## src/rau_pkg.sv

```systemverilog
// Package for the rational arithmetic unit: beat types, codes, widths.
// No dependencies.
`default_nettype none
package rau_pkg;

  localparam int WORD_BITS = 32;
  localparam int MAG_W     = 64;
  localparam logic [MAG_W-1:0] LIM = {{(MAG_W-1){1'b0}}, 1'b1} << (WORD_BITS - 1);

  localparam logic [1:0] KIND_ADD = 2'd0;
  localparam logic [1:0] KIND_SUB = 2'd1;
  localparam logic [1:0] KIND_MUL = 2'd2;
  localparam logic [1:0] KIND_DIV = 2'd3;

  localparam logic [1:0] ST_OK   = 2'd0;
  localparam logic [1:0] ST_DIV0 = 2'd1;
  localparam logic [1:0] ST_OVF  = 2'd2;

  localparam logic [1:0] ORD_LT = 2'd0;
  localparam logic [1:0] ORD_EQ = 2'd1;
  localparam logic [1:0] ORD_GT = 2'd2;

  typedef struct packed {
    logic [1:0]         kind;
    logic signed [31:0] a_num;
    logic [30:0]        a_den;
    logic signed [31:0] b_num;
    logic [30:0]        b_den;
  } rau_in_t;

  typedef struct packed {
    logic signed [31:0] res_num;
    logic [30:0]        res_den;
    logic [1:0]         status;
    logic [1:0]         order;
  } rau_out_t;

endpackage
`default_nettype wire

```

## src/rau_div.sv

```systemverilog
// Restoring divider, one quotient bit per cycle over the full word.
// Depends on rau_pkg.
`default_nettype none
module rau_div (
  input  wire logic                      clk_i,
  input  wire logic                      rst_ni,
  input  wire logic                      start_i,
  input  wire logic [rau_pkg::MAG_W-1:0] dividend_i,
  input  wire logic [rau_pkg::MAG_W-1:0] divisor_i,
  output logic                           done_o,
  output logic [rau_pkg::MAG_W-1:0]      quot_o
);
  import rau_pkg::*;

  localparam int CW = $clog2(MAG_W);

  logic          run_q, done_q;
  logic [CW-1:0] cnt_q;
  logic [MAG_W-1:0] rem_q, quo_q, dvs_q;
  logic [MAG_W:0]   trial, diff;

  assign trial = {rem_q, quo_q[MAG_W-1]};
  assign diff  = trial - {1'b0, dvs_q};

  always_ff @(posedge clk_i or negedge rst_ni) begin
    if (!rst_ni) begin
      run_q  <= 1'b0;
      done_q <= 1'b0;
      cnt_q  <= '0;
    end else begin
      done_q <= 1'b0;
      if (start_i) begin
        run_q <= 1'b1;
        cnt_q <= '0;
      end else if (run_q) begin
        cnt_q <= cnt_q + 1'b1;
        if (cnt_q == CW'(MAG_W - 1)) begin
          run_q  <= 1'b0;
          done_q <= 1'b1;
        end
      end
    end
  end

  always_ff @(posedge clk_i) begin
    if (start_i) begin
      rem_q <= '0;
      quo_q <= dividend_i;
      dvs_q <= divisor_i;
    end else if (run_q) begin
      if (!diff[MAG_W]) begin
        rem_q <= diff[MAG_W-1:0];
        quo_q <= {quo_q[MAG_W-2:0], 1'b1};
      end else begin
        rem_q <= trial[MAG_W-1:0];
        quo_q <= {quo_q[MAG_W-2:0], 1'b0};
      end
    end
  end

  assign done_o = done_q;
  assign quot_o = quo_q;

endmodule
`default_nettype wire

```

## config.mk

```make
export PLATFORM = sky130hd
export DESIGN_NAME = rau_div
export DESIGN_NICKNAME = d
export VERILOG_FILES = /design/src/rau_pkg.sv /design/src/rau_div.sv
export SDC_FILE = /design/constraint.sdc
export NUM_CORES = 1
export LEC_CHECK = 0
export ABC_AREA = 1
export ABC_CLOCK_PERIOD_IN_PS = 3200
export BUFFER_PORTS_ARGS = -buffer_cell sky130_fd_sc_hd__buf_2
export CAP_MARGIN = 20
export CORE_ASPECT_RATIO = 0.8
export CORE_MARGIN = 4
export CORE_UTILIZATION = 50
export DETAILED_ROUTE_END_ITERATION = 10
export HOLD_SLACK_MARGIN = 0.03
export PLACE_DENSITY = 0.75
export SLEW_MARGIN = 20
export SYNTH_ARGS = -nofsm -noshare
export SYNTH_HDL_FRONTEND = slang
export SYNTH_SLANG_ARGS = --single-unit
```

## constraint.sdc

```tcl
create_clock -name clk_i -period 3.2 [get_ports clk_i]
set_input_delay 0.8 -clock clk_i [delete_from_list [all_inputs] [get_ports clk_i]]
set_output_delay 0.8 -clock clk_i [all_outputs]
set_load 0.03 [all_outputs]
```

==> results of run 1 <==
[routing by layer]
layer / routed length [um] / GRT usage [%] / up-vias
met5: 0 / 0 / -
met4: 977 / 6.81 / 0
met3: 4500 / 7.63 / 54
met2: 18900 / 42.2 / 548
met1: 21200 / 41.4 / 6312
li1: - / - / 7196
[registers in the layout, indices dropped and copies added, names as in the netlist]
| register | cells |
|---|---|
| rem_q | 64 |
| done_o | 1 |
| cnt_q | 6 |
| quot_o | 64 |
| run_q | 1 |
| dvs_q | 64 |
[through the flow]
| stage | utilization, % | hold slack [ps] | power [W] | setup WS [ps] |
|---|---|---|---|---|
| after floorplan | - | 449 | 0.00360 | 459 |
| after global placement | 55.8 | 459 | 0.00392 | 446 |
| after detailed placement | 55.8 | 462 | 0.00394 | 337 |
| after CTS | 58.0 | 150 | 0.00620 | 328 |
| after global routing | 58.0 | 158 | 0.00642 | 62.0 |
| final | 58.0 | 153 | 0.00617 | 332 |
[cell families after synthesis]
logic type	Yosys count	synth area share [%]
compound gates	73	2.59
buf+inv	543	14.8
simple gates	1374	38.6
flops	200	36.5
xor+xnor	31	1.86
fa+ha+maj	66	5.71
[how the worst max path moves through the flow]
stage	startpoint	to	slack, ps	cells past startpoint
floorplan	quot_o[63]$_DFFE_PP_	quot_o[0]$_DFFE_PP_	460	19
CTS	quot_o[63]$_DFFE_PP_	rem_q[29]$_SDFFE_PP0P_	330	20
detailed placement	quot_o[63]$_DFFE_PP_	rem_q[29]$_SDFFE_PP0P_	340	20
global placement	quot_o[63]$_DFFE_PP_	rem_q[30]$_SDFFE_PP0P_	450	20
global route	quot_o[63]$_DFFE_PP_	rem_q[29]$_SDFFE_PP0P_	60	20
finish	quot_o[63]$_DFFE_PP_	rem_q[29]$_SDFFE_PP0P_	330	20
[cell type report]
type / instances / area (um^2)
antenna: 1 / 2.50
fill: 2793 / 12000
inverter: 502 / 1880
multi-input combinational: 1544 / 7130
clock buffer: 17 / 425
clock inverter: 15 / 190
sequential: 200 / 5330
timing repair buffer: 210 / 1140
tap: 370 / 463
[placed cells by master (no fill, tap or decap), drive strengths merged, types with 17 or more instances in the layout]
| master | count |
|---|---|
| nand3 | 136 |
| a21oi | 53 |
| buf | 210 |
| dfxtp | 64 |
| o21ai | 17 |
| clkbuf | 17 |
| ha | 65 |
| nor2 | 115 |
| nand2 | 1089 |
| edfxtp | 128 |
| xnor2 | 25 |
| inv | 509 |
[power by group through the flow]
| stage | logic (W) | registers [W] | clock network [W] |
|---|---|---|---|
| after global routing | 0.00100 | 0.00300 | 0.00242 |
| after global placement | 0.000890 | 0.00303 | 0 |
| final | 0.000907 | 0.00298 | 0.00228 |
| after CTS | 0.000904 | 0.00298 | 0.00232 |
| after floorplan | 0.000427 | 0.00317 | 0 |
| after detailed placement | 0.000901 | 0.00303 | 0 |
[critical path: stages (launching register included)]
cell and delay, ps:
edfxtp_1 350, inv_1 70, ha_1 220, fa_1 410, inv_1 110, nand2_1 60, nand2_1 70, nand3_1 80
nand2_2 110, nand2_1 80, nand2_2 90, nand2_1 70, nand2_2 110, nand2_4 80, nand2_4 80, nand2_2 50
nand2_2 180, buf_4 320, nand2_2 80, nand3_1 90, nand2_1 50
==> flow_metrics.py, run 1 <==
metrics = {
    "synth": {
        "yosysSeqAreaShare_pct": 36.5,
        "ys_top_cells_by_count": "1032 x nand2_1, 497 x inv_1, 133 x nand3_1, 128 x edfxtp_1, 104 x nor2_1",
        "syn-num-nets": 2484,
        "ys_warn_count": 0,
        "synth_top_cell_by_area": "nand2_1",
        "async_flop_share_pct": 4.00,
        "synth_area_um2": 14600,
        "synth_cells": 2287,
        "ys_top_cells_by_area": "nand2_1 27%, edfxtp_1 26%, inv_1 13%",
        "synth_most_common_cell": "nand2_1",
        "avgSynthCellArea_um2": 6.38,
        "synth_seq_cells": 200,
        "synth_ff_type": "edfxtp_1",
        "yosysUniqueCellTypes": 38,
        "synth_edf_count": 128,
        "yosysTopAreaCellShare_pct": 26.5,
    },
    "power_and_ir_drop": {
        "leakagePower_nw": 9.65,
        "swShare_pct": 30.8,
        "pwr-share-comb_pct": 14.7,
        "p_int_w": 0.00427,
        "power.density_nw_per_um2": 372,
        "clkPwrFrac_pct": 37.0,
        "p_sw_w": 0.00190,
        "seqPwrFrac_pct": 48.3,
        "peakVddDrop_mv": 0.361,
    },
    "cts": {
        "cts_tree": "built",
        "postCtsHoldBufs": 0,
        "cts.path.max_buffers": 2,
        "cts_resized": 0,
        "cts_made_buffers": 17,
        "clk_pin_slew_ps": 90,
        "clock-root-buffer": "clkbuf_16",
        "cts_setup_buffers": 0,
        "cts.sinks": 200,
        "cts_max_level": 4,
        "insertion_delay_ps": 470,
    },
    "run": {
        "cap_violations": 0,
    },
    "detailed_routing": {
        "drc": 0,
        "dr.pass1.iters": 9,
        "finalWirelength_um": 45600,
        "ant_nets": 0,
        "drt_iter0_drc": 1108,
        "dr_total_vias": 14110,
        "routed_via_density": 4.94,
        "avgRoutedWirePerCell_um": 15.9,
    },
    "timing": {
        "fin_crit_sh_pct": 89.6,
        "min_period_ps": 2870,
        "final.setup.tns_ps": 0,
        "finalClockSkew_ps": 18.3,
        "finalSetupViolCount": 0,
        "drv_slew": 0,
        "fmax_mhz": 349,
        "rsz0062_at_grt": "false",
        "worst_pin_slew_ps": 795,
        "relSlewSlack_pct": 47.0,
        "hold_viol": 0,
    },
    "grt": {
        "grt_pass1_wl_um": 71100,
        "antenna_found_initial": 1,
        "grt_max_degree": 66,
        "grt_overflow": 0,
        "track_usage_pct": 28.5,
        "grt_pass1_vias": 13347,
    },
    "layout": {
        "final_area_um2": 16600,
        "fin_cells": 2859,
        "drive_gt1_share_pct": 12.9,
        "fin_nets": 2672,
        "syn2layout_area_growth_pct": 13.4,
    },
    "critical_path": {
        "cp_data_arrival_time_ps": 3220,
        "r2r_slack_ps": 330,
        "worstSetupPathType": "reg2reg",
        "r2r-end": "rem_q[29]$_SDFFE_PP0P_",
        "reg2regPathDepth": 20,
        "r2r_start": "quot_o[63]$_DFFE_PP_",
        "worstPathMaxFanout": 14,
        "critPathRequiredTime_ps": 3550,
        "cp-start-kind": "flop",
        "end_kind": "flop",
    },
    "die": {
        "start_util_pct": 51.1,
        "rows": 55,
        "core_area_um2": 28600,
        "ios": 196,
        "dieArea_um2": 32000,
        "dieHeight_um": 161,
        "die_w_um": 199,
    },
    "hold_path": {
        "hold_path_class": "in2async",
    },
    "placement": {
        "detailed_place_hpwl_um": 36800,
        "dp.cells": 2826,
        "place_congestion": 0.959,
        "port_buffers": 195,
        "place_area_um2": 15900,
    },
    "status": {
        "status": "completed",
    },
}
No activity file was read; power rests on OpenSTA's default activity.
==> inputs of run 2 (changes only) <==
- REMOVE_ABC_BUFFERS: not set -> 1
==> run 2 against run 1 <==
Clock skew up 5.9 ps; critical endpoint is now rem_q[23]$_SDFFE_PP0P_; first-iteration DRC count increased by 12%; worst hold slack improved by 15 ps; setup slack gained 22 ps; cell area unchanged; die area is the same; largest power group unchanged; core utilization is the same; global-route usage down 0.35 points; clock power grew 3%; final cell count down 0.10%; via count shrank 1.4%; sequential power hardly changed.
==> flow_metrics.py, run 2 (synthesis results as in run 1) <==
metrics = {
    "placement": {
        "port_buffers": 195,
        "detailed_place_hpwl_um": 35300,
        "place_congestion": 1.02,
        "dp.cells": 2824,
    },
    "grt": {
        "track_usage_pct": 28.1,
        "grt_util_met3_pct": 6.27,
        "grt_busiest_layer": "met2",
        "grt_max_degree": 99,
        "antenna_found_initial": 0,
        "grt_pass1_vias": 13408,
        "use_met1_pct": 41.5,
        "grt_pass1_wl_um": 71200,
        "grt_use_met2_pct": 42.4,
        "grt_overflow": 0,
    },
    "critical_path": {
        "worstPathMaxFanout": 35,
        "critPathRequiredTime_ps": 3540,
        "cp_data_arrival_time_ps": 3180,
        "end_kind": "flop",
        "worstSetupPathType": "reg2reg",
        "cp-start-kind": "flop",
    },
    "cts": {
        "insertion_delay_ps": 470,
        "clock-root-buffer": "clkbuf_16",
        "cts_made_buffers": 17,
        "clk_pin_slew_ps": 90,
        "cts.sinks": 200,
        "cts.path.max_buffers": 2,
        "postCtsHoldBufs": 0,
        "cts_tree": "built",
        "cts_setup_buffers": 0,
        "cts_max_level": 4,
    },
    "timing": {
        "relSlewSlack_pct": 49.1,
        "fin_crit_sh_pct": 88.9,
        "finalSetupViolCount": 0,
        "fmax_mhz": 351,
        "finalClockSkew_ps": 24.1,
        "drv_slew": 0,
        "rsz0062_at_grt": "false",
        "worst_pin_slew_ps": 764,
        "hold_viol": 0,
        "min_period_ps": 2850,
    },
    "power_and_ir_drop": {
        "leakagePower_nw": 9.64,
        "power.density_nw_per_um2": 376,
        "peakVddDrop_mv": 0.334,
        "p_total_w": 0.00622,
    },
    "run": {
        "cap_violations": 0,
    },
    "detailed_routing": {
        "dr_total_vias": 13918,
        "dr.pass1.iters": 6,
        "drt_iter0_drc": 1240,
        "avgRoutedWirePerCell_um": 15.6,
        "drc": 0,
        "ant_nets": 0,
        "routed_via_density": 4.87,
        "finalWirelength_um": 44600,
    },
    "layout": {
        "fin_nets": 2670,
        "final_common_cell": "nand2_1",
        "drive_gt1_share_pct": 12.8,
        "fillers": 2843,
        "final_util_pct": 58.0,
        "fin_cells": 2856,
        "seq_area_um2": 5330,
        "syn2layout_area_growth_pct": 13.4,
        "diodes": 0,
        "final_cell_mix": "1032 x nand2_1, 496 x inv_1, 194 x buf_2",
        "multi_input_area_um2": 7130,
    },
    "die": {
        "dieArea_um2": 32000,
        "start_util_pct": 51.1,
        "dieHeight_um": 161,
        "core_area_um2": 28600,
        "ios": 196,
        "die_w_um": 199,
        "rows": 55,
    },
    "hold_path": {
        "hold_path_class": "in2async",
    },
    "status": {
        "status": "completed",
    },
}
==> run 2: final cells by class <==
type / count / share of cell area (%)
multi-input combinational: 1544 / 43.0
sequential: 200 / 32.2
inverter: 502 / 11.4
timing repair buffer: 208 / 6.90
tap: 370 / 2.80
clock buffer: 17 / 2.57
clock inverter: 15 / 1.16
==> run 2: what timing repair did <==
action | CTS | global route
setup endpoints to repair | 0 | 1
gates resized for setup | 0 | 1
endpoints found under the hold margin | 0 | 0
==> run 2: metal layers <==
metal  routed length, um  up-vias
met2               18900      433
met4                 670        0
li1                    -     7199
met5                   0        -
met3                3340       36
met1               21700     6250
==> run 2: stage by stage <==
stage	hold WS (ps)	cell area, um^2	setup TNS, ps	setup WS [ps]
global placement	459	15900	0	428
CTS	162	16600	0	278
floorplan	449	14300	-132540	-1950
finish	167	16600	0	355
detailed placement	461	15900	0	318
global route	172	16600	0	99.3
==> run 2: final timing paths <==
check | start | to | slack, ps | depth (start not counted)
max in group asynchronous | rst_ni | cnt_q[5]$_DFFE_PN0P_ | 2840 | 1
min in group clk_i | rem_q[41]$_SDFFE_PP0P_ | rem_q[41]$_SDFFE_PP0P_ | 480 | 2
min | rst_ni | done_o$_DFF_PN0_ | 170 | 1
min reg2reg | rem_q[41]$_SDFFE_PP0P_ | rem_q[41]$_SDFFE_PP0P_ | 480 | 2
max | quot_o[63]$_DFFE_PP_ | rem_q[23]$_SDFFE_PP0P_ | 350 | 20
max reg2reg | quot_o[63]$_DFFE_PP_ | rem_q[23]$_SDFFE_PP0P_ | 350 | 20
==> run 2: worst max-delay path, cell delays in order, from the launching register on <==
cell	delay (ps)
edfxtp_1	350
inv_1	70
ha_1	230
fa_1	410
inv_1	110
nand2_1	60
nand2_1	70
nand3_1	90
nand2_2	120
nand2_1	70
nand2_2	80
nand2_1	70
nand2_2	100
nand2_4	80
nand2_4	90
nand2_4	80
nand2_2	80
buf_6	260
nand2_1	90
nand3_1	90
nand2_1	80
==> run 2: power by group <==
group          switching [W]  internal, W  leakage (nW)  total (W)
logic               0.000619     0.000289          7.39   0.000909
registers          0.0000713      0.00291          1.95    0.00298
clock network        0.00120      0.00114         0.302    0.00234
